===== src/rtl/stls_pkg.sv =====
// Shared types, codes and constants of the sound-triggered light sequencer.
// Used by every module under rtl; depends on nothing else.
`default_nettype none

package stls_pkg;

    // Fixed field widths.
    localparam int SAMPLE_W = 10;
    localparam int THR_W    = 10;
    localparam int TICK_W   = 16;
    localparam int CODE_W   = 2;
    localparam int INDEX_W  = 3;
    localparam int CFG_W    = 16;
    localparam int IN_TDATA_W  = 16;
    localparam int OUT_TDATA_W = 16;

    // Defaults for the top-level parameters.
    localparam int WINDOW_DEF     = 16;
    localparam int COUNT_BITS_DEF = 16;

    // Register reset values.
    localparam logic [THR_W-1:0]  THRESHOLD_RST  = 10'd512;
    localparam logic [TICK_W-1:0] GREEN_RST      = 16'd200;
    localparam logic [TICK_W-1:0] WAIT_RST       = 16'd500;
    localparam logic [TICK_W-1:0] FACE_HOLD_RST  = 16'd300;
    localparam logic [TICK_W-1:0] RED_RST        = 16'd400;

    // Register indexes on the configuration port.
    localparam logic [INDEX_W-1:0] REG_THRESHOLD = 3'd0;
    localparam logic [INDEX_W-1:0] REG_GREEN     = 3'd1;
    localparam logic [INDEX_W-1:0] REG_WAIT      = 3'd2;
    localparam logic [INDEX_W-1:0] REG_FACE_HOLD = 3'd3;
    localparam logic [INDEX_W-1:0] REG_RED       = 3'd4;

    // Phase codes as seen on the output.
    localparam logic [CODE_W-1:0] PHASE_GREEN   = 2'd0;
    localparam logic [CODE_W-1:0] PHASE_STANDBY = 2'd1;
    localparam logic [CODE_W-1:0] PHASE_FACE    = 2'd2;
    localparam logic [CODE_W-1:0] PHASE_RED     = 2'd3;

    // Picture codes.
    localparam logic [CODE_W-1:0] PIC_OFF   = 2'd0;
    localparam logic [CODE_W-1:0] PIC_GREEN = 2'd1;
    localparam logic [CODE_W-1:0] PIC_FACE  = 2'd2;
    localparam logic [CODE_W-1:0] PIC_RED   = 2'd3;

    typedef enum logic [3:0] {
        ST_GREEN   = 4'b0001,
        ST_STANDBY = 4'b0010,
        ST_FACE    = 4'b0100,
        ST_RED     = 4'b1000
    } state_t;

    // Commands from the sequencer to the sample window.
    typedef struct packed {
        logic load;
        logic clear;
    } win_ctl_t;

    // Phase lengths as held in the configuration registers.
    typedef struct packed {
        logic [TICK_W-1:0] green_ticks;
        logic [TICK_W-1:0] wait_ticks;
        logic [TICK_W-1:0] hold_ticks;
        logic [TICK_W-1:0] red_ticks;
    } cfg_t;

    // One result item.
    typedef struct packed {
        logic [SAMPLE_W-1:0] average_level;
        logic                display_update;
        logic [CODE_W-1:0]   display;
        logic [CODE_W-1:0]   phase;
    } result_t;

endpackage

`default_nettype wire


===== src/rtl/sound_triggered_light_sequencer.sv =====
// Sound-triggered light sequencer, top level.
// Results go to the output register, or the skid register if that is full. One item per
// cycle while the skid register is free; each tick, window update included, runs in the
// same cycle in the phase sequencer and cell chain. Reset (rst_n, asynchronous, active
// low) clears the phase, counter, flags, window and buffers at once and loads register
// defaults. Depends on stls_pkg, stls_ctrl, stls_window, stls_cell and stls_outbuf.
`default_nettype none

module sound_triggered_light_sequencer
    import stls_pkg::*;
#(
    parameter int WINDOW     = WINDOW_DEF,
    parameter int COUNT_BITS = COUNT_BITS_DEF
)
(
    input  wire logic                   clk,
    input  wire logic                   rst_n,
    // Input items.
    input  wire logic                   s_tvalid,
    output logic                        s_tready,
    input  wire logic [IN_TDATA_W-1:0]  s_tdata,   // [9:0] envelope_sample, [15:10] zero
    // Result items.
    output logic                        m_tvalid,
    input  wire logic                   m_tready,
    output logic      [OUT_TDATA_W-1:0] m_tdata,   // [1:0] phase, [3:2] display,
                                                   // [4] display_update,
                                                   // [14:5] average_level, [15] zero
    // Configuration writes.
    input  wire logic                   cfg_we,
    input  wire logic [INDEX_W-1:0]     cfg_index,
    input  wire logic [CFG_W-1:0]       cfg_data
);

    localparam int WIN_L = $clog2(WINDOW);
    localparam int SUM_W = SAMPLE_W + WIN_L;
    // The threshold is kept multiplied by the window length, so that the
    // voice decision compares the running sum directly.
    localparam logic [SUM_W-1:0] THR_SCALED_RST =
        SUM_W'(SUM_W'(THRESHOLD_RST) * SUM_W'(WINDOW));

    logic [SUM_W-1:0] thr_scaled_reg, thr_scaled_next;
    cfg_t             cfg_reg, cfg_next;

    always_comb
    begin
        thr_scaled_next = thr_scaled_reg;
        cfg_next        = cfg_reg;
        if (cfg_we)
        begin
            unique case (cfg_index)
                REG_THRESHOLD:
                    thr_scaled_next = SUM_W'(SUM_W'(cfg_data[THR_W-1:0]) * SUM_W'(WINDOW));
                REG_GREEN:     cfg_next.green_ticks = cfg_data[TICK_W-1:0];
                REG_WAIT:      cfg_next.wait_ticks  = cfg_data[TICK_W-1:0];
                REG_FACE_HOLD: cfg_next.hold_ticks  = cfg_data[TICK_W-1:0];
                REG_RED:       cfg_next.red_ticks   = cfg_data[TICK_W-1:0];
                default:       ;
            endcase
        end
    end

    always_ff @(posedge clk or negedge rst_n)
    begin
        if (!rst_n)
        begin
            thr_scaled_reg      <= THR_SCALED_RST;
            cfg_reg.green_ticks <= GREEN_RST;
            cfg_reg.wait_ticks  <= WAIT_RST;
            cfg_reg.hold_ticks  <= FACE_HOLD_RST;
            cfg_reg.red_ticks   <= RED_RST;
        end
        else
        begin
            thr_scaled_reg <= thr_scaled_next;
            cfg_reg        <= cfg_next;
        end
    end

    // An item is taken whenever the skid register is free, so a finished
    // result waiting in the output register does not hold up the next tick.
    logic     fire;
    win_ctl_t win_ctl;
    logic     voice;
    result_t  result;
    result_t  out_res;

    assign fire = s_tvalid && s_tready;

    stls_ctrl #(
        .COUNT_BITS (COUNT_BITS)
    ) u_ctrl (
        .clk            (clk),
        .rst_n          (rst_n),
        .fire           (fire),
        .cfg            (cfg_reg),
        .voice          (voice),
        .win_ctl        (win_ctl),
        .phase          (result.phase),
        .display        (result.display),
        .display_update (result.display_update)
    );

    stls_window #(
        .WINDOW (WINDOW)
    ) u_window (
        .clk        (clk),
        .rst_n      (rst_n),
        .ctl        (win_ctl),
        .sample     (s_tdata[SAMPLE_W-1:0]),
        .thr_scaled (thr_scaled_reg),
        .voice      (voice),
        .average    (result.average_level)
    );

    stls_outbuf u_outbuf (
        .clk       (clk),
        .rst_n     (rst_n),
        .in_valid  (s_tvalid),
        .in_ready  (s_tready),
        .in_data   (result),
        .out_valid (m_tvalid),
        .out_ready (m_tready),
        .out_data  (out_res)
    );

    assign m_tdata = OUT_TDATA_W'(out_res);

endmodule

`default_nettype wire


===== src/rtl/stls_cell.sv =====
// One cell of the sample window: holds a single envelope sample.
// Depends on stls_pkg.
`default_nettype none

module stls_cell
    import stls_pkg::*;
(
    input  wire logic                clk,
    input  wire logic                rst_n,
    input  wire win_ctl_t            ctl,
    input  wire logic [SAMPLE_W-1:0] d,
    output logic      [SAMPLE_W-1:0] q
);

    logic [SAMPLE_W-1:0] data_reg;
    logic [SAMPLE_W-1:0] data_next;

    // A clear empties the cell; a load takes the sample on d.
    always_comb
    begin
        data_next = data_reg;
        if (ctl.clear)
        begin
            data_next = '0;
        end
        else if (ctl.load)
        begin
            data_next = d;
        end
    end

    always_ff @(posedge clk or negedge rst_n)
    begin
        if (!rst_n)
        begin
            data_reg <= '0;
        end
        else
        begin
            data_reg <= data_next;
        end
    end

    assign q = data_reg;

endmodule

`default_nettype wire


===== src/rtl/stls_window.sv =====
// Moving-average window: a chain of sample cells with a running sum,
// the voice compare and the average. Depends on stls_pkg and stls_cell.
`default_nettype none

module stls_window
    import stls_pkg::*;
#(
    parameter int WINDOW = WINDOW_DEF,
    localparam int WIN_L = $clog2(WINDOW),
    localparam int SUM_W = SAMPLE_W + WIN_L
)
(
    input  wire logic                clk,
    input  wire logic                rst_n,
    input  wire win_ctl_t            ctl,
    input  wire logic [SAMPLE_W-1:0] sample,
    input  wire logic [SUM_W-1:0]    thr_scaled,
    output logic                     voice,
    output logic      [SAMPLE_W-1:0] average
);

    // Exact reciprocal for the division of the sum by WINDOW.
    localparam int SHIFT = SUM_W + WIN_L;
    localparam longint unsigned RECIP_FULL =
        ((64'd1 << SHIFT) + WINDOW - 1) / WINDOW;
    localparam logic [SUM_W:0] RECIP = (SUM_W + 1)'(RECIP_FULL);
    localparam int PROD_W = 2 * SUM_W + 1;

    logic [SAMPLE_W-1:0] cell_q [WINDOW];
    logic [SUM_W-1:0]    sum_reg;
    logic [SUM_W-1:0]    sum_next;
    logic [PROD_W-1:0]   product;

    genvar gi;
    generate
        for (gi = 0; gi < WINDOW; gi++)
        begin : g_cell
            if (gi == 0)
            begin : g_head
                stls_cell u_cell (
                    .clk   (clk),
                    .rst_n (rst_n),
                    .ctl   (ctl),
                    .d     (sample),
                    .q     (cell_q[gi])
                );
            end
            else
            begin : g_body
                stls_cell u_cell (
                    .clk   (clk),
                    .rst_n (rst_n),
                    .ctl   (ctl),
                    .d     (cell_q[gi-1]),
                    .q     (cell_q[gi])
                );
            end
        end
    endgenerate

    // The oldest sample leaves from the far end of the chain as the new one
    // enters, so the sum never goes below the value leaving it.
    always_comb
    begin
        sum_next = sum_reg;
        if (ctl.clear)
        begin
            sum_next = '0;
        end
        else if (ctl.load)
        begin
            sum_next = sum_reg - SUM_W'(cell_q[WINDOW-1]) + SUM_W'(sample);
        end
    end

    always_ff @(posedge clk or negedge rst_n)
    begin
        if (!rst_n)
        begin
            sum_reg <= '0;
        end
        else
        begin
            sum_reg <= sum_next;
        end
    end

    // The average reaches the threshold exactly when the sum reaches
    // threshold times WINDOW.
    assign voice   = (sum_next >= thr_scaled);
    assign product = PROD_W'(sum_next) * PROD_W'(RECIP);
    assign average = SAMPLE_W'(product >> SHIFT);

endmodule

`default_nettype wire


===== src/rtl/stls_ctrl.sv =====
// Phase sequencer: phase state, tick counter, entry flags and the picture.
// Depends on stls_pkg.
`default_nettype none

module stls_ctrl
    import stls_pkg::*;
#(
    parameter int COUNT_BITS = COUNT_BITS_DEF
)
(
    input  wire logic              clk,
    input  wire logic              rst_n,
    input  wire logic              fire,
    input  wire cfg_t              cfg,
    input  wire logic              voice,
    output win_ctl_t               win_ctl,
    output logic      [CODE_W-1:0] phase,
    output logic      [CODE_W-1:0] display,
    output logic                   display_update
);

    localparam int CMP_W = (COUNT_BITS > TICK_W) ? COUNT_BITS : TICK_W;

    state_t                state_reg,    state_next;
    logic [COUNT_BITS-1:0] count_reg,    count_next;
    logic                  ent_green_reg, ent_green_next;
    logic                  ent_sb_reg,   ent_sb_next;
    logic                  ent_face_reg, ent_face_next;
    logic                  ent_red_reg,  ent_red_next;
    logic                  heard_reg,    heard_next;
    logic [CODE_W-1:0]     pic_reg,      pic_next;
    logic                  upd;

    function automatic logic [COUNT_BITS-1:0] sat_inc(input logic [COUNT_BITS-1:0] c);
        sat_inc = (c == '1) ? c : c + 1'b1;
    endfunction

    function automatic logic at_limit(input logic [COUNT_BITS-1:0] c,
                                      input logic [TICK_W-1:0] lim);
        at_limit = (CMP_W'(c) >= CMP_W'(lim));
    endfunction

    always_comb
    begin
        state_next     = state_reg;
        count_next     = count_reg;
        ent_green_next = ent_green_reg;
        ent_sb_next    = ent_sb_reg;
        ent_face_next  = ent_face_reg;
        ent_red_next   = ent_red_reg;
        heard_next     = heard_reg;
        pic_next       = pic_reg;
        upd            = 1'b0;
        win_ctl        = '0;
        if (fire)
        begin
            unique case (state_reg)
                ST_GREEN:
                begin
                    if (!ent_green_reg)
                    begin
                        ent_green_next = 1'b1;
                        pic_next       = PIC_GREEN;
                        upd            = 1'b1;
                        count_next     = '0;
                        win_ctl.clear  = 1'b1;
                    end
                    count_next = sat_inc(count_next);
                    if (at_limit(count_next, cfg.green_ticks))
                    begin
                        ent_green_next = 1'b0;
                        state_next     = ST_STANDBY;
                        count_next     = '0;
                    end
                end
                ST_STANDBY:
                begin
                    if (!ent_sb_reg)
                    begin
                        ent_sb_next = 1'b1;
                        pic_next    = PIC_OFF;
                        upd         = 1'b1;
                    end
                    win_ctl.load = 1'b1;
                    if (voice)
                    begin
                        heard_next  = 1'b1;
                        count_next  = '0;
                        state_next  = ST_FACE;
                        ent_sb_next = 1'b0;
                    end
                    else
                    begin
                        count_next = sat_inc(count_reg);
                        if (at_limit(count_next, cfg.wait_ticks))
                        begin
                            ent_sb_next = 1'b0;
                            if (heard_reg)
                            begin
                                heard_next = 1'b0;
                                state_next = ST_GREEN;
                            end
                            else
                            begin
                                state_next = ST_RED;
                            end
                        end
                    end
                end
                ST_FACE:
                begin
                    if (!ent_face_reg)
                    begin
                        ent_face_next = 1'b1;
                        pic_next      = PIC_FACE;
                        upd           = 1'b1;
                    end
                    win_ctl.load = 1'b1;
                    if (voice)
                    begin
                        count_next = '0;
                    end
                    else
                    begin
                        count_next = sat_inc(count_reg);
                        if (at_limit(count_next, cfg.hold_ticks))
                        begin
                            ent_face_next = 1'b0;
                            state_next    = ST_STANDBY;
                            count_next    = '0;
                        end
                    end
                end
                ST_RED:
                begin
                    if (!ent_red_reg)
                    begin
                        ent_red_next = 1'b1;
                        pic_next     = PIC_RED;
                        upd          = 1'b1;
                        count_next   = '0;
                    end
                    count_next = sat_inc(count_next);
                    if (at_limit(count_next, cfg.red_ticks))
                    begin
                        ent_red_next = 1'b0;
                        state_next   = ST_GREEN;
                    end
                end
                default:
                begin
                    state_next = ST_GREEN;
                end
            endcase
        end
    end

    always_ff @(posedge clk or negedge rst_n)
    begin
        if (!rst_n)
        begin
            state_reg     <= ST_GREEN;
            count_reg     <= '0;
            ent_green_reg <= 1'b0;
            ent_sb_reg    <= 1'b0;
            ent_face_reg  <= 1'b0;
            ent_red_reg   <= 1'b0;
            heard_reg     <= 1'b0;
            pic_reg       <= PIC_OFF;
        end
        else
        begin
            state_reg     <= state_next;
            count_reg     <= count_next;
            ent_green_reg <= ent_green_next;
            ent_sb_reg    <= ent_sb_next;
            ent_face_reg  <= ent_face_next;
            ent_red_reg   <= ent_red_next;
            heard_reg     <= heard_next;
            pic_reg       <= pic_next;
        end
    end

    // Phase code of the state after this tick.
    always_comb
    begin
        unique case (state_next)
            ST_GREEN:   phase = PHASE_GREEN;
            ST_STANDBY: phase = PHASE_STANDBY;
            ST_FACE:    phase = PHASE_FACE;
            ST_RED:     phase = PHASE_RED;
            default:    phase = PHASE_GREEN;
        endcase
    end

    assign display        = pic_next;
    assign display_update = upd;

endmodule

`default_nettype wire


===== src/rtl/stls_outbuf.sv =====
// Two-entry output buffer: output register plus a skid register.
// Depends on stls_pkg.
`default_nettype none

module stls_outbuf
    import stls_pkg::*;
(
    input  wire logic    clk,
    input  wire logic    rst_n,
    input  wire logic    in_valid,
    output logic         in_ready,
    input  wire result_t in_data,
    output logic         out_valid,
    input  wire logic    out_ready,
    output result_t      out_data
);

    logic    out_valid_reg, out_valid_next;
    logic    skid_valid_reg, skid_valid_next;
    result_t out_data_reg, out_data_next;
    result_t skid_data_reg, skid_data_next;

    assign in_ready = !skid_valid_reg;

    always_comb
    begin
        out_valid_next  = out_valid_reg;
        skid_valid_next = skid_valid_reg;
        out_data_next   = out_data_reg;
        skid_data_next  = skid_data_reg;
        if (out_valid_reg && out_ready)
        begin
            if (skid_valid_reg)
            begin
                out_data_next   = skid_data_reg;
                skid_valid_next = 1'b0;
            end
            else
            begin
                out_valid_next = 1'b0;
            end
        end
        if (in_valid && !skid_valid_reg)
        begin
            if (!out_valid_next)
            begin
                out_data_next  = in_data;
                out_valid_next = 1'b1;
            end
            else
            begin
                skid_data_next  = in_data;
                skid_valid_next = 1'b1;
            end
        end
    end

    always_ff @(posedge clk or negedge rst_n)
    begin
        if (!rst_n)
        begin
            out_valid_reg  <= 1'b0;
            skid_valid_reg <= 1'b0;
        end
        else
        begin
            out_valid_reg  <= out_valid_next;
            skid_valid_reg <= skid_valid_next;
        end
    end

    always_ff @(posedge clk)
    begin
        out_data_reg  <= out_data_next;
        skid_data_reg <= skid_data_next;
    end

    assign out_valid = out_valid_reg;
    assign out_data  = out_data_reg;

endmodule

`default_nettype wire

===== config.mk =====
export PLATFORM = sky130hd
export DESIGN_NAME = sound_triggered_light_sequencer
export DESIGN_NICKNAME = d
export VERILOG_FILES = /design/src/rtl/stls_pkg.sv /design/src/rtl/sound_triggered_light_sequencer.sv /design/src/rtl/stls_cell.sv /design/src/rtl/stls_window.sv /design/src/rtl/stls_ctrl.sv /design/src/rtl/stls_outbuf.sv
export SDC_FILE = /design/constraint.sdc
export NUM_CORES = 1
export LEC_CHECK = 0
export ABC_CLOCK_PERIOD_IN_PS = 8800
export BUFFER_PORTS_ARGS = -buffer_cell sky130_fd_sc_hd__buf_2
export CORE_UTILIZATION = 44
export CTS_CLUSTER_DIAMETER = 50
export CTS_CLUSTER_SIZE = 40
export DETAILED_ROUTE_END_ITERATION = 6
export SLEW_MARGIN = 10
export SYNTH_ARGS = -nofsm -noshare
export SYNTH_HDL_FRONTEND = slang
export SYNTH_SLANG_ARGS = --single-unit

===== constraint.sdc =====
create_clock -name clk -period 8.8 [get_ports clk]
set_input_delay 1.76 -clock clk [delete_from_list [all_inputs] [get_ports clk]]
set_output_delay 1.76 -clock clk [all_outputs]
set_load 0.01 [all_outputs]

==> results.ini, run 1 <==
[run_status]
run_status=finished, violations left
violated_checks=DRC

[synth]
yosysTopAreaCell=dfrtp_1
synth_top_cell_area_share_pct=40.43
post_synth_main_area_contributors=dfrtp_1 (40%), nand2_1 (11%), a21oi_1 (7.1%)
synth.yosys.seq_area_share_pct=48.06
synth_seq_cells=307
syn-cell-area_um2=16030
leading_cell_types_by_count_after_synthesis=nand2_1 (460), dfrtp_1 (259), a21oi_1 (228)
synth_top_flop_cell=dfrtp_1
ys_warn_count=0
synthesis.instances=1800
synth_edf_count=15
synth_nets=1941
syn_avg_cell_area_um2=8.906
synthMostInstantiatedCell=nand2_1
synth.lib_cells_used.distinct=77
synth_async_sr_flop_share_pct=90.23

[timing]
period_share_pct=72.73
tns_ps=0
finalSetupViolCount=0
fmax_mhz=156.2
period_minus_slack_ps=6401
slew_headroom_pct=31.86
final_hold_violating_endpoints=0
fin_skew_ps=29.46
worst-slew-pin-transition_ps=1020
rsz0062_at_grt=false
final-max-slew-violation-count=0

[floorplan]
die_area_um2=37200
floorplan.die.width_um=192.9
core_area_um2=35740
die_h_um=192.9
ios=58
start_util_pct=44.85
std_cell_rows=69

[critical_path]
timing.critical_path.from=s_tdata[1]
worst-endpoint-required_ps=9080
regToRegEndpoint=u_outbuf.skid_data_reg[0]
critical_path_class=in -> reg
startpoint_type=input pin
cp_cell_sequence=buf_2 > inv_1 > fa_1 > inv_1 > ha_1 > a211oi_1 > o21ai_0 > a2111o_1 > nand3_1 > nand3b_1 > a21oi_1 > xnor2_1 > nand2_1 > a21oi_1 > ha_1 > a21o_1 > a21o_1 > a21oi_1 > o21a_1 > o31ai_4 > o31ai_1 > xor2_1 > nor2_1
timing.critical_path.fanout_max=8
cp_common_cell=a21oi_1
crit_path_end_kind=flip-flop
critPathCapture=u_outbuf.skid_data_reg[0]
crit_path_largest_cell_delay_ps=580
r2r-start=u_window.sum_reg[1]
reg2reg_setup_slack_ps=3360
worst_ep_arrival_time_ps=6680
rr_worst_depth=22
crit_slowest_cell=fa_1

[routing]
drt-initial-drc-count=1114
route.detailed.wl_per_inst_um=16.46
detailedRoute.firstPassIterationCount=7
postRouteWirelength_um=37740
detailroute.via_count=12280
post_drt_via_cell_ratio=5.357
drt_drc_violations_left=8
residual_antenna_violating_net_count_after_detailed_routing=0

[global_route]
antenna_found_initial=1
via_count_of_the_first_global_routing_pass=11470
globalRouteTotalUtil_pct=20.69
grt_pass1_wl_um=61240
grt_remaining_overflow=0
maximum_number_of_pins_on_one_net_before_global_route_repair=101

[finish]
flow.area_growth_from_synthesis_pct=12.03
fin_area_um2=17960
final_net_count=1943
n_fill_cell=3391
n_antenna_cell=0
final_layout_size_suffix_gt1_share_pct=11.24
largest_register_ffs=150

[clock_tree]
clk_root_buffer_cell=clkbuf_16
postCtsHoldBufs=0
cts.reportedPaths.clkPinSlew_ps=70
cts_tree=done
postCtsSetupBuffers=0
htreeDepth=2
worst_skew_pair_latency_ps=550
numClockSinks=307
clock_path_buffers=3
tritoncts.num_buffers=38
cts_resized=0

[place]
half_perimeter_wire_length_of_the_detailed_placement_result_um=24800
place.port_buffers=50
place_congestion=0.8814
placed_cell_area_um2=16640

[pwr]
pwr_density_cell_nw_per_um2=300.8
power_mw=5.402
vdd_ir_drop_max_mv=0.1353
power.leakage_nw=8.137

[run]
max-cap-violations=0

[min_path]
holdCritPathClass=reg -> reg

[per-stage QoR]
| stage | cells | hold WS (ps) | setup slack (ps) | util, % |
|---|---|---|---|---|
| after global placement | 2223 | 490.9 | 1954 | 46.55 |
| after CTS | 2293 | 491.8 | 2422 | 50.25 |
| final | 2293 | 491.6 | 2399 | 50.25 |
| after detailed placement | 2223 | 493.5 | 1854 | 46.55 |
| after floorplan | 1800 | 471.0 | 2637 | - |
| after global routing | 2293 | 523.7 | 1985 | 50.25 |
[cell type report]
type / instances / area, µm² / area share (%)
timing repair buffer: 67 / 387.9 / 2.160
clock buffer: 43 / 1021 / 5.685
multi-input combinational: 1263 / 7498 / 41.75
clock inverter: 27 / 300.3 / 1.672
tap: 461 / 576.8 / 3.212
inverter: 125 / 469.2 / 2.613
sequential: 307 / 7705 / 42.90
[critical path: cells and delay by family]
kind / cells / cell delay [ps]
adders and majority gates: 3 / 1170
xor gates and xnor gates: 2 / 330
and+or+nand+nor: 4 / 390
AOI/OAI and AO/OA: 11 / 2820
buffers and inverters: 3 / 200
[worst min-delay path by stage]
stage	startpoint	endpoint	slack, ps	cells after the start
after floorplan	u_ctrl.ent_sb_reg	u_ctrl.ent_sb_reg	470	2
after global placement	cfg_reg[31]	cfg_reg[31]	490	1
after detailed placement	cfg_reg[31]	cfg_reg[31]	490	1
after CTS	u_window.g_cell[7].g_body.u_cell.q[0]	u_window.g_cell[8].g_body.u_cell.q[0]	490	2
after global routing	u_window.g_cell[9].g_body.u_cell.q[0]	u_window.g_cell[10].g_body.u_cell.q[0]	520	2
final	u_window.g_cell[7].g_body.u_cell.q[0]	u_window.g_cell[8].g_body.u_cell.q[0]	490	2
[report_power, final]
group	leakage, nW	total (mW)	switching (mW)	internal, mW
Combinational	3.56	1.90	1.14	0.758
Clock	0.661	1.63	0.674	0.954
Sequential	3.92	1.87	0.206	1.67
[cell usage in the layout (no fill, tap or decap), types with 6 or more instances in the layout]
cell type,Yosys,final
mux2_2,26,26
dfxtp_1,15,15
and2_1,26,26
xor2_1,14,14
nand3_1,23,23
inv_1,125,125
fa_1,10,10
ha_1,91,91
nand2_1,460,460
nand3b_1,6,6
clkbuf_16,0,39
a31oi_1,10,10
a211oi_1,12,12
dfrtp_1,259,259
a21o_1,14,14
buf_2,6,49
clkinv_2,0,6
inv_8,0,6
nor2_1,65,64
nand4_1,13,13
buf_4,1,17
a222oi_1,9,9
o21ai_0,86,86
mux2i_1,13,13
a21oi_1,228,227
o21a_1,11,11
dfstp_2,18,18
nor2b_1,7,7
xnor2_1,26,26
edfxtp_1,15,15
nor3_1,12,11
inv_6,0,7
and3_1,9,9
[logic make-up (layout without fill, tap and decap cells)]
family	after synthesis	count (layout)	synth area share, %
AND/OR/NAND/NOR	657	657	17.75
AO/OA/AOI/OAI	425	425	15.44
flip-flops	307	307	48.06
buffers and inverters	230	262	5.549
adder cells (fa/ha/maj)	101	101	8.352
XOR/XNOR	40	40	2.185
multiplexers	39	39	2.638
other	1	1	0.02339
[per-layer routing]
metal	up-vias	GRT usage (%)	share of wire [%]
li1	6076	-	-
met1	5904	30.58	49
met2	238	30.70	43
met3	63	3.783	4.7
met4	2	5.906	2.4
met5	-	0	0.034
(Power assumes the default switching activity.)
==> run 2: changes to the inputs <==
--- a/config.mk
+++ b/config.mk
@@ -5,7 +5,7 @@
 export SDC_FILE = /design/constraint.sdc
 export NUM_CORES = 1
 export LEC_CHECK = 0
-export ABC_CLOCK_PERIOD_IN_PS = 8800
+export ABC_CLOCK_PERIOD_IN_PS = 6100
 export BUFFER_PORTS_ARGS = -buffer_cell sky130_fd_sc_hd__buf_2
 export CORE_UTILIZATION = 44
 export CTS_CLUSTER_DIAMETER = 50
==> constraint.sdc (replaced) <==
create_clock -name clk -period 6.1 [get_ports clk]
set_input_delay 1.22 -clock clk [delete_from_list [all_inputs] [get_ports clk]]
set_output_delay 1.22 -clock clk [all_outputs]
set_load 0.01 [all_outputs]
==> results.ini, run 2 (same netlist as run 1, synthesis figures left out) <==
[clock_tree]
cts.reportedPaths.clkPinSlew_ps=70  ; about the same
clock_path_buffers=3  ; unchanged
clk_root_buffer_cell=clkbuf_16
htreeDepth=2  ; unchanged
cts_resized=0  ; unchanged
postCtsHoldBufs=0  ; unchanged
tritoncts.num_buffers=40  ; +5.3%
postCtsSetupBuffers=0  ; unchanged
cts_tree=done
numClockSinks=307  ; unchanged
worst_skew_pair_latency_ps=550  ; about the same

[routing]
drt_drc_violations_left=8  ; unchanged
route.detailed.wl_per_inst_um=16.24  ; -1.3%
residual_antenna_violating_net_count_after_detailed_routing=0  ; unchanged
detailedRoute.firstPassIterationCount=7  ; unchanged
post_drt_via_cell_ratio=5.341  ; -0.29%
drt-initial-drc-count=981  ; -12%
detailroute.via_count=12340  ; +0.50%
postRouteWirelength_um=37530  ; -0.56%

[global_route]
grt_remaining_overflow=0  ; unchanged
globalRouteTotalUtil_pct=20.86  ; +0.17 points
via_count_of_the_first_global_routing_pass=11680  ; +1.8%
grt_pass1_wl_um=61520  ; +0.46%
antenna_found_initial=1  ; unchanged
maximum_number_of_pins_on_one_net_before_global_route_repair=113  ; +12%

[floorplan]
ios=58  ; unchanged
die_h_um=192.9  ; unchanged
start_util_pct=44.85  ; unchanged
floorplan.die.width_um=192.9  ; unchanged
std_cell_rows=69  ; unchanged
die_area_um2=37200  ; unchanged
core_area_um2=35740  ; unchanged

[timing]
final_hold_violating_endpoints=0  ; unchanged
fmax_mhz=185.3
final-max-slew-violation-count=0  ; unchanged
period_minus_slack_ps=5397
tns_ps=0  ; unchanged
worst-slew-pin-transition_ps=1077  ; +56.86 ps
finalSetupViolCount=0  ; unchanged
rsz0062_at_grt=false
slew_headroom_pct=28.23  ; -3.6 points
period_share_pct=88.48
fin_skew_ps=39.76  ; +10.30 ps

[run_status]
run_status=finished, violations left
violated_checks=DRC

[finish]
most-common-layout-cells=nand2_1 (460), dfrtp_1 (259), a21oi_1 (227), inv_1 (125), ha_1 (91)
flow.area_growth_from_synthesis_pct=13.50
largest_register_ffs=150  ; unchanged
final_layout_size_suffix_gt1_share_pct=12.11  ; +0.86 points
final_net_count=1959  ; +0.82%
core_occupancy_in_the_finished_layout_pct=50.90  ; +0.66 points
instances_no_fill=2311  ; +0.78%
n_antenna_cell=0  ; unchanged
n_fill_cell=3394  ; +0.088%
final_common_cell=nand2_1

[place]
half_perimeter_wire_length_of_the_detailed_placement_result_um=25070  ; +1.1%
place.port_buffers=50  ; unchanged
numPlacedInstances=2237  ; +0.63%
place_congestion=0.8892  ; +0.88%

[min_path]
holdCritPathClass=reg -> reg
hp-start=u_window.g_cell[10].g_body.u_cell.q[7]

[critical_path]
crit_path_end_kind=flip-flop
timing.critical_path.from=s_tdata[1]
worst_ep_arrival_time_ps=5710  ; -970 ps
r2r-start=u_ctrl.count_reg[5]
worst-endpoint-required_ps=6410  ; -2670 ps
timing.critical_path.fanout_max=8  ; unchanged
startpoint_type=input pin
critical_path_class=in -> reg

[pwr]
vdd_ir_drop_max_mv=0.2222  ; +64%
pwr_density_cell_nw_per_um2=434.6  ; +44%
power.leakage_nw=8.244  ; +1.3%

[run]
max-cap-violations=0  ; unchanged

-- run 2: cell types whose count changed in the layout (fill, tap and decap cells not counted), sizes merged --
cell and delta:
clkinvlp +3, clkinv +1, inv +2, buf +14
bufinv -2
-- run 2: layout make-up --
class	instances	area (µm²)	share of cell area [%]
sequential	307	7705	42.35
multi-input combinational	1263	7498	41.21
tap	461	576.8	3.170
clock inverter	31	371.6	2.042
timing repair buffer	81	518.0	2.847
clock buffer	43	1055	5.797
inverter	125	469.2	2.579
-- run 2: report_power, final --
| group | internal (mW) | switching [mW] |
|---|---|---|
| Sequential | 2.41 | 0.293 |
| Clock | 1.38 | 1.07 |
| Combinational | 1.12 | 1.63 |
-- run 2: worst max-delay path, stage by stage --
cell and delay, ps:
buf_2 100, inv_1 50, fa_1 550, inv_1 50
ha_1 280, a211oi_1 250, o21ai_0 180, a2111o_1 480
nand3_1 150, nand3b_1 90, a21oi_1 180, xnor2_1 140
nand2_1 90, a21oi_1 200, ha_1 270, a21o_1 160
a21o_1 170, a21oi_1 140, o21a_1 170, o31ai_4 140
o31ai_1 280, buf_4 170, xor2_1 140, nor2_1 60
-- run 2: final timing paths --
path,end,slack (ps),depth (start not counted)
min in group asynchronous,cfg_reg[45],680,1
worst min-delay path,u_window.g_cell[11].g_body.u_cell.q[7],490,2
worst max register to register,u_ctrl.count_reg[5],910,17
max in group asynchronous,u_window.g_cell[7].g_body.u_cell.q[5],3980,2
worst min register to register,u_window.g_cell[11].g_body.u_cell.q[7],490,2
worst max-delay path,u_outbuf.skid_data_reg[0],700,24
-- run 2: stage by stage --
stage	setup slack [ps]	total power, mW	hold WS, ps	area [µm²]
3_5_place_dp	121.5	5.477	493.5	16770
6_report	702.8	7.906	492.1	18190
3_3_place_gp	108.6	5.403	487.3	16770
5_1_grt	315.7	8.475	502.7	18190
4_1_cts	695.0	7.973	493.0	18190
2_1_floorplan	477.2	4.699	471.0	16030
-- run 2: layer usage --
metal  GRT usage (%)  vias to the layer above  wire [µm]
met4           5.724                        2        647
met3           3.328                       44       1619
met1           30.75                     5939      18500
met2           31.54                      241      16750
li1                -                     6118          -
met5               0                        -         11
==> run 3: changes to the inputs <==
--- a/config.mk
+++ b/config.mk
@@ -11,6 +11,7 @@
 export CTS_CLUSTER_DIAMETER = 50
 export CTS_CLUSTER_SIZE = 40
 export DETAILED_ROUTE_END_ITERATION = 6
+export REMOVE_ABC_BUFFERS = 1
 export SLEW_MARGIN = 10
 export SYNTH_ARGS = -nofsm -noshare
 export SYNTH_HDL_FRONTEND = slang
==> results.ini, run 3 (same netlist as run 1, synthesis figures left out) <==
[run_status]
run_status=finished, violations left
violated_checks=DRC

[pwr]
internal_power_mw=4.919  ; about the same
switching_power_as_a_share_of_total_power_pct=36.90  ; -0.94 points
pwr_density_cell_nw_per_um2=432.0  ; -0.60%
pwr-share-comb_pct=35.7  ; +0.9 points
total_switching_power_mw=2.877  ; -3.8%
vdd_ir_drop_max_mv=0.2479  ; +12%
power_mw=7.796  ; -1.4%
pwr-share-seq_pct=34.6  ; +0.5 points
clkPwrFrac_pct=29.7  ; -1.3 points
power.leakage_nw=8.170  ; -0.89%

[critical_path]
worst-endpoint-required_ps=6390  ; -20 ps
startpoint_type=input pin
cpLargestDelayFamily=compound AO/OA/AOI/OAI gates
crit_path_largest_cell_delay_ps=560  ; about the same
cp_common_cell=a21oi_1
timing.critical_path.buf_inv=4  ; unchanged
worst_ep_arrival_time_ps=5820  ; +110 ps
timing.critical_path.fanout_max=8  ; unchanged
crit_path_end_kind=flip-flop
cp_cell_sequence=buf_2 > inv_1 > fa_1 > inv_1 > ha_1 > a211oi_1 > o21ai_0 > a2111o_1 > nand3_1 > nand3b_1 > a21oi_1 > xnor2_1 > nand2_1 > a21oi_1 > ha_1 > a21o_1 > a21o_1 > a21oi_1 > o21a_1 > o31ai_4 > o31ai_1 > buf_4 > xor2_1 > nor2_1
critical_path_class=in -> reg
crit_slowest_cell=fa_1

[run]
max-cap-violations=0  ; unchanged

[min_path]
holdCritPathClass=reg -> reg

[clock_tree]
clock_path_buffers=3  ; unchanged
cts.reportedPaths.clkPinSlew_ps=60  ; about the same
tritoncts.num_buffers=38  ; -5.0%
postCtsSetupBuffers=0  ; unchanged
worst_skew_pair_latency_ps=540  ; about the same
postCtsHoldBufs=0  ; unchanged
htreeDepth=2  ; unchanged
cts_tree=done
cts_resized=0  ; unchanged
numClockSinks=307  ; unchanged
clk_root_buffer_cell=clkbuf_16

[routing]
drt-initial-drc-count=958  ; -2.3%
detailroute.via_count=12230  ; -0.93%
post_drt_via_cell_ratio=5.303  ; -0.72%
detailedRoute.firstPassIterationCount=7  ; unchanged
postRouteWirelength_um=36410  ; -3.0%
route.detailed.wl_per_inst_um=15.79  ; -2.8%
residual_antenna_violating_net_count_after_detailed_routing=0  ; unchanged
drt_drc_violations_left=10  ; +2

[place]
dp_slack_ps=32.65  ; -88.82 ps
place_congestion=0.8867  ; -0.28%
placed_cell_area_um2=16750  ; about the same
place.port_buffers=50  ; unchanged
half_perimeter_wire_length_of_the_detailed_placement_result_um=23940  ; -4.5%

[finish]
largest_register_ffs=150  ; unchanged
final_common_cell=nand2_1
most-common-layout-cells=nand2_1 (460), dfrtp_1 (259), a21oi_1 (227), inv_1 (125), ha_1 (91)
final_layout_size_suffix_gt1_share_pct=11.51  ; -0.60 points
final_net_count=1955  ; -0.20%
fin_area_um2=18050  ; -0.80%
flow.area_growth_from_synthesis_pct=12.59

[global_route]
grt_pass1_wl_um=60680  ; -1.4%
antenna_found_initial=4  ; +3
grt_remaining_overflow=0  ; unchanged
via_count_of_the_first_global_routing_pass=11900  ; +1.9%
globalRouteTotalUtil_pct=20.31  ; -0.55 points
maximum_number_of_pins_on_one_net_before_global_route_repair=128  ; +13%

[floorplan]
std_cell_rows=69  ; unchanged
floorplan.die.width_um=192.9  ; unchanged
ios=58  ; unchanged
die_area_um2=37200  ; unchanged
start_util_pct=44.85  ; unchanged
die_h_um=192.9  ; unchanged
core_area_um2=35740  ; unchanged

[timing]
rsz0062_at_grt=false
fmax_mhz=180.8  ; -2.4%
fin_hold_ws_ps=505.4  ; +13.20 ps
worst-slew-pin-transition_ps=1074  ; -2.072 ps
final_hold_violating_endpoints=0  ; unchanged
slew_headroom_pct=28.17  ; -0.063 points
period_share_pct=90.70  ; +2.2 points
period_minus_slack_ps=5532  ; +135.2 ps
finalSetupViolCount=0  ; unchanged
final-max-slew-violation-count=0  ; unchanged
post-route-worst-setup-slack_ps=567.5  ; -135.2 ps
fin_skew_ps=26.23  ; -13.53 ps

[run 3: cell types whose count changed in the layout (fill, tap and decap cells not counted)]
cell / before / now
inv_8: 6 / 2
buf_4: 29 / 27
clkinv_1: 0 / 2
inv_6: 6 / 5
clkinv_2: 2 / 4
bufinv_16: 1 / 4
clkbuf_1: 1 / 3
inv_12: 1 / 0
clkbuf_16: 42 / 39
clkbuf_8: 0 / 1
diode_2: 0 / 3
clkinv_8: 6 / 1
inv_16: 2 / 0
[run 3: final cells by class]
type / instances / area [µm²]
timing repair buffer: 79 / 503.0
clock inverter: 25 / 287.8
fill: 3393 / 17690
tap: 461 / 576.8
multi-input combinational: 1263 / 7498
antenna: 3 / 7.507
clock buffer: 43 / 1001
inverter: 125 / 469.2
sequential: 307 / 7705
[run 3: final timing paths]
kind	startpoint	depth (start not counted)	end	slack (ps)
max	s_tdata[1]	24	u_outbuf.skid_data_reg[0]	570
min	cfg_reg[40]	2	cfg_reg[40]	510
max reg2reg	u_window.sum_reg[1]	23	u_outbuf.skid_data_reg[0]	1000
min reg2reg	cfg_reg[40]	2	cfg_reg[40]	510
max in group asynchronous	rst_n	2	u_window.g_cell[11].g_body.u_cell.q[2]	4150
min in group asynchronous	rst_n	1	u_ctrl.count_reg[5]	770
[run 3: metal layers]
metal	vias up	global-route usage [%]	share of wire [%]
met5	-	0	0.022
met4	2	7.087	2.9
met3	65	3.819	4.7
met2	216	31.86	45
met1	5854	28.00	47
li1	6092	-	-
[run 3: power by group through the flow]
stage | Combinational, mW | Clock (mW) | Sequential, mW
final | 2.78 | 2.32 | 2.70
after global placement | 2.70 | 0 | 2.72
after CTS | 2.79 | 2.39 | 2.70
after floorplan | 1.96 | 0 | 2.69
after detailed placement | 2.77 | 0 | 2.73
after global routing | 3.16 | 2.46 | 2.75
[run 3: worst min-delay path, delay by kind of cell, from the launching register on]
kind,cells,cell delay (ps)
compound gates,1,80
buf+inv,1,60
flops,1,360
[run 3: per-stage QoR]
step                 TNS, ps  cells  utilization [%]
detailed placement         0   2235            46.87
global placement           0   2235            46.87
CTS                        0   2303            50.48
global route               0   2304            50.48
floorplan           -1825650   1695                -
finish                     0   2306            50.50
